### src/hdl/bmcd_pkg.sv
package bmcd_pkg;

  localparam int unsigned CfgIdxW  = 3;
  localparam int unsigned CfgDataW = 16;
  localparam int unsigned TimerW   = 16;

  localparam logic [CfgIdxW-1:0] CfgClickWindow = 3'd0;
  localparam logic [CfgIdxW-1:0] CfgHoldTime    = 3'd1;
  localparam logic [CfgIdxW-1:0] CfgCooldown    = 3'd2;
  localparam logic [CfgIdxW-1:0] CfgMaxClicks   = 3'd3;

  localparam logic [1:0] GestureSingle = 2'd0;
  localparam logic [1:0] GestureDouble = 2'd1;
  localparam logic [1:0] GestureTriple = 2'd2;
  localparam logic [1:0] GestureHold   = 2'd3;

  localparam logic [TimerW-1:0] TimerMax = '1;

  typedef struct packed {
    logic [TimerW-1:0] click_window;
    logic [TimerW-1:0] hold_time;
    logic [TimerW-1:0] cooldown_time;
    logic [1:0]        max_clicks;
  } cfg_t;

  typedef struct packed {
    logic              listening;
    logic [TimerW-1:0] elapsed;
    logic [TimerW-1:0] cooldown;
    logic [1:0]        click_count;
    logic              was_released;
  } state_t;

  typedef struct packed {
    logic       valid;
    logic [1:0] gesture;
  } result_t;

endpackage

### src/hdl/bmcd_cfg.sv
module bmcd_cfg
  import bmcd_pkg::*;
(
  input  logic                clk_i,
  input  logic                rst_ni,
  input  logic                cfg_we_i,
  input  logic [CfgIdxW-1:0]  cfg_idx_i,
  input  logic [CfgDataW-1:0] cfg_wdata_i,
  output cfg_t                cfg_o
);

  cfg_t cfg_q;

  // Writes to indexes beyond the register list are dropped.
  always_ff @(posedge clk_i or negedge rst_ni) begin
    if (!rst_ni) begin
      cfg_q.click_window  <= 16'd500;
      cfg_q.hold_time     <= 16'd1000;
      cfg_q.cooldown_time <= 16'd500;
      cfg_q.max_clicks    <= 2'd3;
    end else if (cfg_we_i) begin
      unique case (cfg_idx_i)
        CfgClickWindow: cfg_q.click_window  <= cfg_wdata_i;
        CfgHoldTime:    cfg_q.hold_time     <= cfg_wdata_i;
        CfgCooldown:    cfg_q.cooldown_time <= cfg_wdata_i;
        CfgMaxClicks:   cfg_q.max_clicks    <= cfg_wdata_i[1:0];
        default: ;
      endcase
    end
  end

  assign cfg_o = cfg_q;

endmodule

### src/hdl/bmcd_step.sv
module bmcd_step
  import bmcd_pkg::*;
(
  input  cfg_t    cfg_i,
  input  state_t  state_i,
  input  logic    tick_i,
  input  logic    pressed_i,
  output state_t  state_o,
  output result_t result_o
);

  always_comb begin
    state_t s;
    logic   hold;
    s               = state_i;
    hold            = 1'b0;
    result_o.valid   = 1'b0;
    result_o.gesture = GestureSingle;

    if (tick_i) begin
      if (s.listening && (s.elapsed != TimerMax)) begin
        s.elapsed = s.elapsed + 16'd1;
      end
      if (s.cooldown != '0) begin
        s.cooldown = s.cooldown - 16'd1;
      end
    end

    if (s.cooldown == '0) begin
      if (pressed_i) begin
        if (s.listening && (s.elapsed <= cfg_i.click_window)) begin
          if (s.was_released) begin
            s.elapsed = '0;
            if (s.click_count != 2'd3) begin
              s.click_count = s.click_count + 2'd1;
            end
            if (s.click_count >= cfg_i.max_clicks) begin
              s.listening = 1'b0;
              s.cooldown  = cfg_i.cooldown_time;
            end
          end
        end else if (!s.listening && s.was_released) begin
          s.elapsed     = '0;
          s.click_count = 2'd1;
          s.listening   = 1'b1;
        end

        // A long first press turns into a hold and ends the gesture.
        if (s.listening && (s.click_count == 2'd1) && (s.elapsed >= cfg_i.hold_time)) begin
          s.listening      = 1'b0;
          s.click_count    = 2'd0;
          s.cooldown       = cfg_i.cooldown_time;
          hold             = 1'b1;
          result_o.valid   = 1'b1;
          result_o.gesture = GestureHold;
        end
        s.was_released = 1'b0;
      end else begin
        // Release timeout applies whether or not a gesture is open.
        if (s.elapsed >= cfg_i.click_window) begin
          s.elapsed   = '0;
          s.listening = 1'b0;
          s.cooldown  = cfg_i.cooldown_time;
        end
        s.was_released = 1'b1;
      end
    end

    if (!hold && (s.click_count != 2'd0) && !s.listening) begin
      result_o.valid = 1'b1;
      unique case (s.click_count)
        2'd2:    result_o.gesture = GestureDouble;
        2'd3:    result_o.gesture = GestureTriple;
        default: result_o.gesture = GestureSingle;
      endcase
      s.click_count = 2'd0;
    end

    state_o = s;
  end

endmodule

### src/hdl/button_multi_click_detector_top.sv
// Button gesture detector: single, double, triple click or hold.
//
// Input channel (in_valid_i / in_ready_o) carries one button sample per
// request, with a tick flag that marks one elapsed millisecond. Output
// channel (out_valid_o / out_ready_i) carries a gesture code, and only
// for samples that end a gesture; other samples produce no request.
//
// A sample is captured in an input register, then evaluated by the
// gesture step logic, which updates the gesture state and loads the
// output register once that register can take a result. One sample is
// accepted per clock while the output side keeps up.
//
// When the receiver stalls, the held result waits in the output register
// and the sample behind it waits in the input register; in_ready_o drops
// only while both are full. Reset clears both stages, the gesture state
// and loads the default timing registers. Configuration writes take
// effect at once and should be issued only while the block is idle.
module button_multi_click_detector_top
  import bmcd_pkg::*;
(
  input  logic                clk_i,
  input  logic                rst_ni,
  input  logic                cfg_we_i,
  input  logic [CfgIdxW-1:0]  cfg_idx_i,
  input  logic [CfgDataW-1:0] cfg_wdata_i,
  input  logic                in_valid_i,
  output logic                in_ready_o,
  input  logic                tick_i,
  input  logic                button_pressed_i,
  output logic                out_valid_o,
  input  logic                out_ready_i,
  output logic [1:0]          gesture_o
);

  cfg_t    cfg;
  state_t  state_q, state_d;
  result_t step_res;

  logic       in_vld_q;
  logic       tick_q, pressed_q;
  logic       out_vld_q;
  logic [1:0] gesture_q;
  logic       advance;

  bmcd_cfg u_cfg (
    .clk_i      (clk_i),
    .rst_ni     (rst_ni),
    .cfg_we_i   (cfg_we_i),
    .cfg_idx_i  (cfg_idx_i),
    .cfg_wdata_i(cfg_wdata_i),
    .cfg_o      (cfg)
  );

  bmcd_step u_step (
    .cfg_i    (cfg),
    .state_i  (state_q),
    .tick_i   (tick_q),
    .pressed_i(pressed_q),
    .state_o  (state_d),
    .result_o (step_res)
  );

  // The held sample is evaluated once the output register can take a result.
  assign advance    = in_vld_q && (!out_vld_q || out_ready_i);
  assign in_ready_o = !in_vld_q || advance;

  always_ff @(posedge clk_i or negedge rst_ni) begin
    if (!rst_ni) begin
      in_vld_q <= 1'b0;
    end else if (in_ready_o) begin
      in_vld_q <= in_valid_i;
    end
  end

  always_ff @(posedge clk_i) begin
    if (in_ready_o && in_valid_i) begin
      tick_q    <= tick_i;
      pressed_q <= button_pressed_i;
    end
  end

  always_ff @(posedge clk_i or negedge rst_ni) begin
    if (!rst_ni) begin
      state_q.listening    <= 1'b0;
      state_q.elapsed      <= '0;
      state_q.cooldown     <= '0;
      state_q.click_count  <= 2'd0;
      state_q.was_released <= 1'b1;
      out_vld_q            <= 1'b0;
    end else if (advance) begin
      state_q   <= state_d;
      out_vld_q <= step_res.valid;
    end else if (out_ready_i) begin
      out_vld_q <= 1'b0;
    end
  end

  always_ff @(posedge clk_i) begin
    if (advance) begin
      gesture_q <= step_res.gesture;
    end
  end

  assign out_valid_o = out_vld_q;
  assign gesture_o   = gesture_q;

  // Input side stalls only when both stages are full and the receiver waits.
  assert property (@(posedge clk_i) disable iff (!rst_ni)
    !in_ready_o |-> (in_vld_q && out_vld_q && !out_ready_i))
    else $error("input stalled without a full pipeline");

  // An open click count always belongs to an active gesture.
  assert property (@(posedge clk_i) disable iff (!rst_ni)
    (state_q.click_count != 2'd0) |-> state_q.listening)
    else $error("click count left over after gesture end");

  // Gesture state moves only when a sample is evaluated.
  assert property (@(posedge clk_i) disable iff (!rst_ni)
    !advance |=> $stable(state_q))
    else $error("gesture state changed without a sample");

  // A result produced by a step is presented on the next cycle.
  assert property (@(posedge clk_i) disable iff (!rst_ni)
    (advance && step_res.valid) |=> out_valid_o)
    else $error("result lost between step and output register");

endmodule
### config.mk
export PLATFORM = sky130hd
export DESIGN_NAME = button_multi_click_detector_top
export DESIGN_NICKNAME = d
export VERILOG_FILES = /design/src/hdl/bmcd_pkg.sv /design/src/hdl/bmcd_cfg.sv /design/src/hdl/bmcd_step.sv /design/src/hdl/button_multi_click_detector_top.sv
export SDC_FILE = /design/constraint.sdc
export NUM_CORES = 1
export LEC_CHECK = 0
export ABC_AREA = 1
export BUFFER_PORTS_ARGS = -buffer_cell sky130_fd_sc_hd__clkbuf_2
export CAP_MARGIN = 20
export CORE_UTILIZATION = 40
export CTS_CLUSTER_SIZE = 14
export DETAILED_ROUTE_END_ITERATION = 8
export GPL_ROUTABILITY_DRIVEN = 0
export GPL_TIMING_DRIVEN = 0
export PLACE_DENSITY = 0.53
export SLEW_MARGIN = 30
export SYNTH_ARGS = -nofsm -noshare
export SYNTH_HDL_FRONTEND = slang
export SYNTH_SLANG_ARGS = --single-unit
### constraint.sdc
create_clock -name clk_i -period 9.28 [get_ports clk_i]
set_input_delay 0.464 -clock clk_i [delete_from_list [all_inputs] [get_ports clk_i]]
set_output_delay 0.464 -clock clk_i [all_outputs]
set_load 0.02 [all_outputs]
==> flow_summary.yaml, run 1 <==
outcome:
  status: "finished, final reports clean"
drt:
  vias: 6204
  wl_per_cell_um: 15.3
  dr.pass1.iters: 5
  drc: 0
  drt_wl_total_mm: 19.0
  drt_iter0_drc: 429
  via_per_inst: 4.99
  postRouteAntennaNets: 0
synth:
  synthCells: 980
  ys_seq_elements: 92
  synth.distinct_cells: 43
  synthTopCellsByArea: "dfrtp_1, nand2_1, inv_1"
  yosysTopAreaCellShare_pct: 25.3
  syn_area_mm2: 0.00664
  async_flop_share_pct: 95.7
  synth_nets: 1042
  yosys.area.top_type: "dfrtp_1"
  seq_area_frac_synth_pct: 35.4
  syn_avg_cell_area_um2: 6.77
  synth_warnings: 0
  synth_ff_type: "dfrtp_1"
  synth_enable_flop_cells: 4
setup_path:
  worstPathMaxFanout: 10
  setup.worst_path.class: "reg2reg"
  worstPathRequired_ns: 9.53
  max_stage_delay_ns: 0.43
  setup.worst_path.start_class: "flop"
  cpMostUsedCell: "nand2_1"
  critPathCaptureType: "flop"
  path_delay_family: "simple AND/OR/NAND/NOR gates"
  crit_slowest_cell: "nor3_1"
  worstPathArrival_ns: 7.05
  critPathBufInv: 6
floorplan:
  rows: 46
  dieArea_mm2: 0.0171
  die_w_um: 131
  core_area_mm2: 0.0161
  die_y_um: 131
  io_pins: 30
  start_util_pct: 41.3
place:
  dpl.hpwl_mm: 15.0
  port-buffer-count: 29
clock_tree:
  cts_resized: 0
  ctsLongestPathBuffers: 2
  path_clk_slew_ns: 0.07
  root_buffer: "clkbuf_16"
  cts_tree: "done"
  cts_inserted_buffers: 9
  cts.sinks: 92
  clock_latency_ns: 0.37
  cts.htree.levels: 3
sta:
  worst_pin_slew_ns: 0.699
  max_freq_mhz: 147
  timing.final.crit_share_pct: 73.3
  setup_tns_ns: 0
  finalMaxSlewViolations: 0
  rsz0062_at_grt: "no"
  finalHoldViolCount: 0
  setup_viol: 0
  slew_headroom_pct: 53.4
  finClkSkew_ns: 0.0116
  finalCriticalPeriod_ns: 6.80
hold_path:
  hp-class: "in2reg"
global_route:
  grt_max_degree: 62
  grt_pass1_vias: 5955
  grt_antenna_before_repair: 0
  grt_remaining_overflow: 0
  grt_first_pass_wirelength_mm: 31.9
  gr-usage-all-layers_pct: 24.8
layout:
  mostFrequentLayoutCell: "nand2_1"
  antennaDiodeCount: 0
  drive_above_1_share_pct: 9.93
  layout.nets: 1084
  area_growth_pct: 11.7
  mostFrequentLayoutCells: "nand2_1, inv_1, o21ai_0"
power:
  total_power_mw: 2.07
  p_per_area_mw_per_mm2: 279
  ir_drop_mv: 0.116
  p_leak_nw: 3.83
job:
  cap_violations: 0
## kinds of logic after synthesis
kind of cell / Yosys count / share of synthesized area, %
buffers and inverters: 200 / 11.8
flip-flops: 92 / 35.4
XOR/XNOR: 10 / 1.32
AO/OA/AOI/OAI: 160 / 13.4
adder cells (fa/ha/maj): 36 / 6.79
multiplexers: 1 / 0.151
AND/OR/NAND/NOR: 481 / 31.1
## sequential cells by signal, summed over array words and instances, names as in the netlist
name / count
tick_q: 1
pressed_q: 1
state_q: 36
u_cfg.cfg_o: 50
out_valid_o: 1
in_vld_q: 1
gesture_o: 2
## through the flow
step	instance area, µm²	util [%]	hold slack [ns]	instances	worst slack, ns
finish	7410	46.1	0.271	1243	2.48
global placement	7050	43.9	0.467	1225	2.53
floorplan	6640	-	0.168	980	4.33
detailed placement	7090	44.1	0.374	1226	2.49
CTS	7410	46.1	0.262	1243	2.43
global route	7410	46.1	0.264	1243	1.79
## layout make-up
| type | count | area (µm²) |
|---|---|---|
| sequential | 92 | 2350 |
| tap | 216 | 270 |
| fill | 1703 | 8650 |
| clock buffer | 10 | 250 |
| inverter | 169 | 634 |
| clock inverter | 6 | 62.6 |
| timing repair buffer | 31 | 191 |
| multi-input combinational | 688 | 3500 |
| buffer | 31 | 150 |
## path summary, 6_finish.rpt
kind | end | startpoint | slack (ns) | cells past startpoint
setup / recovery | state_q[6]$_DFFE_PN0P_ | state_q[19]$_DFFE_PN0P_ | 2.48 | 37
hold reg to reg | u_cfg.cfg_o[47]$_DFFE_PN0P_ | u_cfg.cfg_o[47]$_DFFE_PN0P_ | 0.49 | 2
setup reg to reg | state_q[6]$_DFFE_PN0P_ | state_q[19]$_DFFE_PN0P_ | 2.48 | 37
hold / removal | pressed_q$_DFFE_PP_ | button_pressed_i | 0.27 | 1
min in group asynchronous | state_q[34]$_DFFE_PN0P_ | rst_ni | 0.55 | 2
max in group asynchronous | u_cfg.cfg_o[9]$_DFFE_PN1P_ | rst_ni | 8.10 | 3
## where the power goes
| part | internal, mW | switching (mW) | leakage (nW) |
|---|---|---|---|
| Sequential | 0.521 | 0.107 | 1.12 |
| Combinational | 0.352 | 0.695 | 2.56 |
| Clock | 0.206 | 0.190 | 0.154 |
| Total | 1.08 | 0.991 | 3.83 |
## synthesized netlist by cell type (8+ instances only)
cell      number
clkbuf_1      19
o21ai_0       79
inv_1        165
xor2_1        10
ha_1          36
a21oi_1       39
dfstp_2       21
nor2_1        70
dfrtp_1       67
o22ai_1       12
nand3_1       67
nor3_1        12
nand4_1       11
nand2_1      292
a221oi_1       8
## repair_timing
action | 4_1_cts | 5_1_grt
hold endpoints to repair | 18 | 0
endpoints found under the setup margin | 0 | 0
buffers inserted | 0 | 0
hold buffers | 1 | 0
## routing by layer
| metal | up-vias | GRT usage (%) | share of wire, % |
|---|---|---|---|
| li1 | 3218 | - | - |
| met1 | 2863 | 38.3 | 54 |
| met2 | 108 | 36.0 | 41 |
| met3 | 15 | 3.58 | 3.6 |
| met4 | 0 | 6.36 | 1.3 |
| met5 | - | 0 | 0 |
(Power assumes the default switching activity.)
==> inputs of run 2 (changes only) <==
--- a/config.mk
+++ b/config.mk
@@ -5,7 +5,7 @@
 export SDC_FILE = /design/constraint.sdc
 export NUM_CORES = 1
 export LEC_CHECK = 0
-export ABC_AREA = 1
+export ABC_AREA = 0
 export BUFFER_PORTS_ARGS = -buffer_cell sky130_fd_sc_hd__clkbuf_2
 export CAP_MARGIN = 20
 export CORE_UTILIZATION = 40
==> constraint.sdc (replaced) <==
create_clock -name clk_i -period 6.8 [get_ports clk_i]
set_input_delay 0.34 -clock clk_i [delete_from_list [all_inputs] [get_ports clk_i]]
set_output_delay 0.34 -clock clk_i [all_outputs]
set_load 0.02 [all_outputs]
==> run 2 against run 1 <==
  * Maximum frequency rose by 3.6%
  * Die area down 14%
  * Via count fell by 24%
  * Clock skew is 0.0037 ns lower
  * Sequential cell count unchanged
  * Non-clock buffer count increased by 6
  * Setup slack worse by 2.2 ns
  * Synthesized area down 15%
  * Critical path type unchanged
  * Largest power group is now sequential cells
==> flow_summary.yaml, run 2 <==
sta:
  worst_pin_slew_ns: 0.735
  whs_ns: 0.168
  finClkSkew_ns: 0.00791
  setup_viol: 0
  timing.final.crit_share_pct: 96.5
  max_freq_mhz: 152
  finalHoldViolCount: 0
  setup_slack_ns: 0.236
  slew_headroom_pct: 51.0
  finalMaxSlewViolations: 0
  finalCriticalPeriod_ns: 6.56
layout:
  fin_area_mm2: 0.00669
  largest_reg_flops: 50
  mostFrequentLayoutCell: "nand2_1"
  layout.nets: 744
  drive_above_1_share_pct: 22.3
  mostFrequentLayoutCells: "nand2_1, dfrtp_1, inv_1"
  area_growth_pct: 18.0
  antennaDiodeCount: 0
synth:
  synthTopCellsByArea: "dfrtp_1, dfstp_2, ha_1"
  yosysTopAreaCellShare_pct: 29.6
  yosysMostFrequentCell: "nand2_1"
  async_flop_share_pct: 95.7
  synth.distinct_cells: 72
  syn_avg_cell_area_um2: 9.04
  synth_warnings: 0
  ys_seq_elements: 92
  synth_nets: 689
  syn_area_mm2: 0.00567
  synth_common_cells: "nand2_1, dfrtp_1, inv_1"
  synth_ff_type: "dfrtp_1"
  yosys.area.top_type: "dfrtp_1"
  seq_area_frac_synth_pct: 41.4
  synth_enable_flop_cells: 4
  synthCells: 627
place:
  dpl.hpwl_mm: 11.0
  post-place-ws_ns: -1.03
  placed_cell_area_mm2: 0.00608
  port-buffer-count: 29
floorplan:
  dieArea_mm2: 0.0147
  io_pins: 30
  start_util_pct: 41.0
  die_y_um: 121
  die_w_um: 121
  rows: 43
  core_area_mm2: 0.0138
setup_path:
  worstPathRequired_ns: 7.04
  setup.worst_path.class: "reg2reg"
  critPathBufInv: 3
  max_stage_delay_ns: 0.56
  setup.worst_path.start_class: "flop"
  crit_slowest_cell: "or4b_4"
  worstPathMaxFanout: 7
  worstPathArrival_ns: 6.81
  path_delay_family: "simple AND/OR/NAND/NOR gates"
  critPathCaptureType: "flop"
global_route:
  grt_use_met3_pct: 3.57
  gr-usage-all-layers_pct: 22.2
  grt_remaining_overflow: 0
  grt_busiest_layer: "met2"
  grt_util_met1_pct: 29.1
  grt_first_pass_wirelength_mm: 24.6
  grt_util_met2_pct: 36.5
  grt_pass1_vias: 4747
  grt_antenna_before_repair: 0
  grt_max_degree: 73
drt:
  drt_wl_total_mm: 15.2
  postRouteAntennaNets: 0
  dr.pass1.iters: 4
  drc: 0
  drt_iter0_drc: 277
  vias: 4723
  via_per_inst: 5.45
  wl_per_cell_um: 17.5
clock_tree:
  path_clk_slew_ns: 0.06
  ctsLongestPathBuffers: 2
  cts_tree: "done"
  cts_inserted_buffers: 9
  clock_latency_ns: 0.35
  root_buffer: "clkbuf_16"
  cts.htree.levels: 3
  cts.sinks: 92
power:
  p_per_area_mw_per_mm2: 297
  total_power_mw: 1.99
  p_leak_nw: 2.97
  ir_drop_mv: 0.162
hold_path:
  hp-class: "in2reg"
outcome:
  status: "finished, final reports clean"
job:
  cap_violations: 0
-- run 2: logic make-up after synthesis --
group / after synthesis / synth area share (%)
compound gates: 154 / 17.4
xor+xnor: 16 / 2.47
fa+ha+maj: 36 / 7.95
buf+inv: 84 / 6.03
flops: 92 / 41.4
mux: 23 / 4.50
simple gates: 222 / 20.2
-- run 2: path summary, 6_finish.rpt --
check / startpoint / slack, ns / cells after the start / to
setup / recovery: state_q[25]$_DFFE_PN0P_ / 0.24 / 28 / state_q[13]$_DFFE_PN0P_
setup reg to reg: state_q[25]$_DFFE_PN0P_ / 0.24 / 28 / state_q[13]$_DFFE_PN0P_
hold / removal: tick_i / 0.17 / 1 / tick_q$_DFFE_PP_
max in group asynchronous: rst_ni / 5.75 / 3 / u_cfg.cfg_o[39]$_DFFE_PN1P_
min in group asynchronous: rst_ni / 0.40 / 2 / state_q[12]$_DFFE_PN0P_
hold reg to reg: state_q[17]$_DFFE_PN0P_ / 0.49 / 1 / state_q[17]$_DFFE_PN0P_
-- run 2: per-layer routing --
| layer | vias up | part of all wire (%) |
|---|---|---|
| met4 | 0 | 3.1 |
| met5 | - | 0 |
| met3 | 37 | 3.5 |
| li1 | 2308 | - |
| met2 | 78 | 48 |
| met1 | 2300 | 46 |
-- run 2: area by class of cell --
cell class              count  area [µm²]
well taps                 180         225
clock buffers              13         282
flip-flops and latches     92        2350
multi-input cells         451        3150
inverters                  60         225
plain buffers              24         128
fillers                  1306        7140
clock inverters             3        42.5
repair buffers             44         289
-- run 2: where the power goes --
group | leakage [nW] | switching [mW] | internal (mW) | total (mW)
sequential | 1.09 | 0.0913 | 0.685 | 0.776
clock | 0.157 | 0.215 | 0.327 | 0.542
combinational | 1.72 | 0.399 | 0.272 | 0.671
total | 2.97 | 0.706 | 1.28 | 1.99
-- run 2: repair_timing --
| item | in CTS | in global routing |
|---|---|---|
| hold buffers | 1 | 0 |
| gates resized for setup | 19 | 27 |
| gates cloned | 0 | 1 |
| endpoints found under the setup margin | 22 | 22 |
| endpoints found under the hold margin | 13 | 0 |
| buffers inserted | 1 | 11 |
| pin swaps | 2 | 11 |
-- run 2: worst reg2reg max path, delay by kind of cell, from the launching register on --
kind	cells	cell delay [ns]
fa+ha+maj	2	0.55
compound gates	9	1.91
buf+inv	3	0.47
simple gates	13	2.83
flops	1	0.44
xor+xnor	1	0.22
-- run 2: through the flow --
step	std cells	TNS, ns	util [%]
detailed placement	837	-19.44	43.9
global route	867	-1.02	48.4
global placement	836	-17.09	43.7
floorplan	627	0	-
finish	867	0	48.4
CTS	855	0	47.0
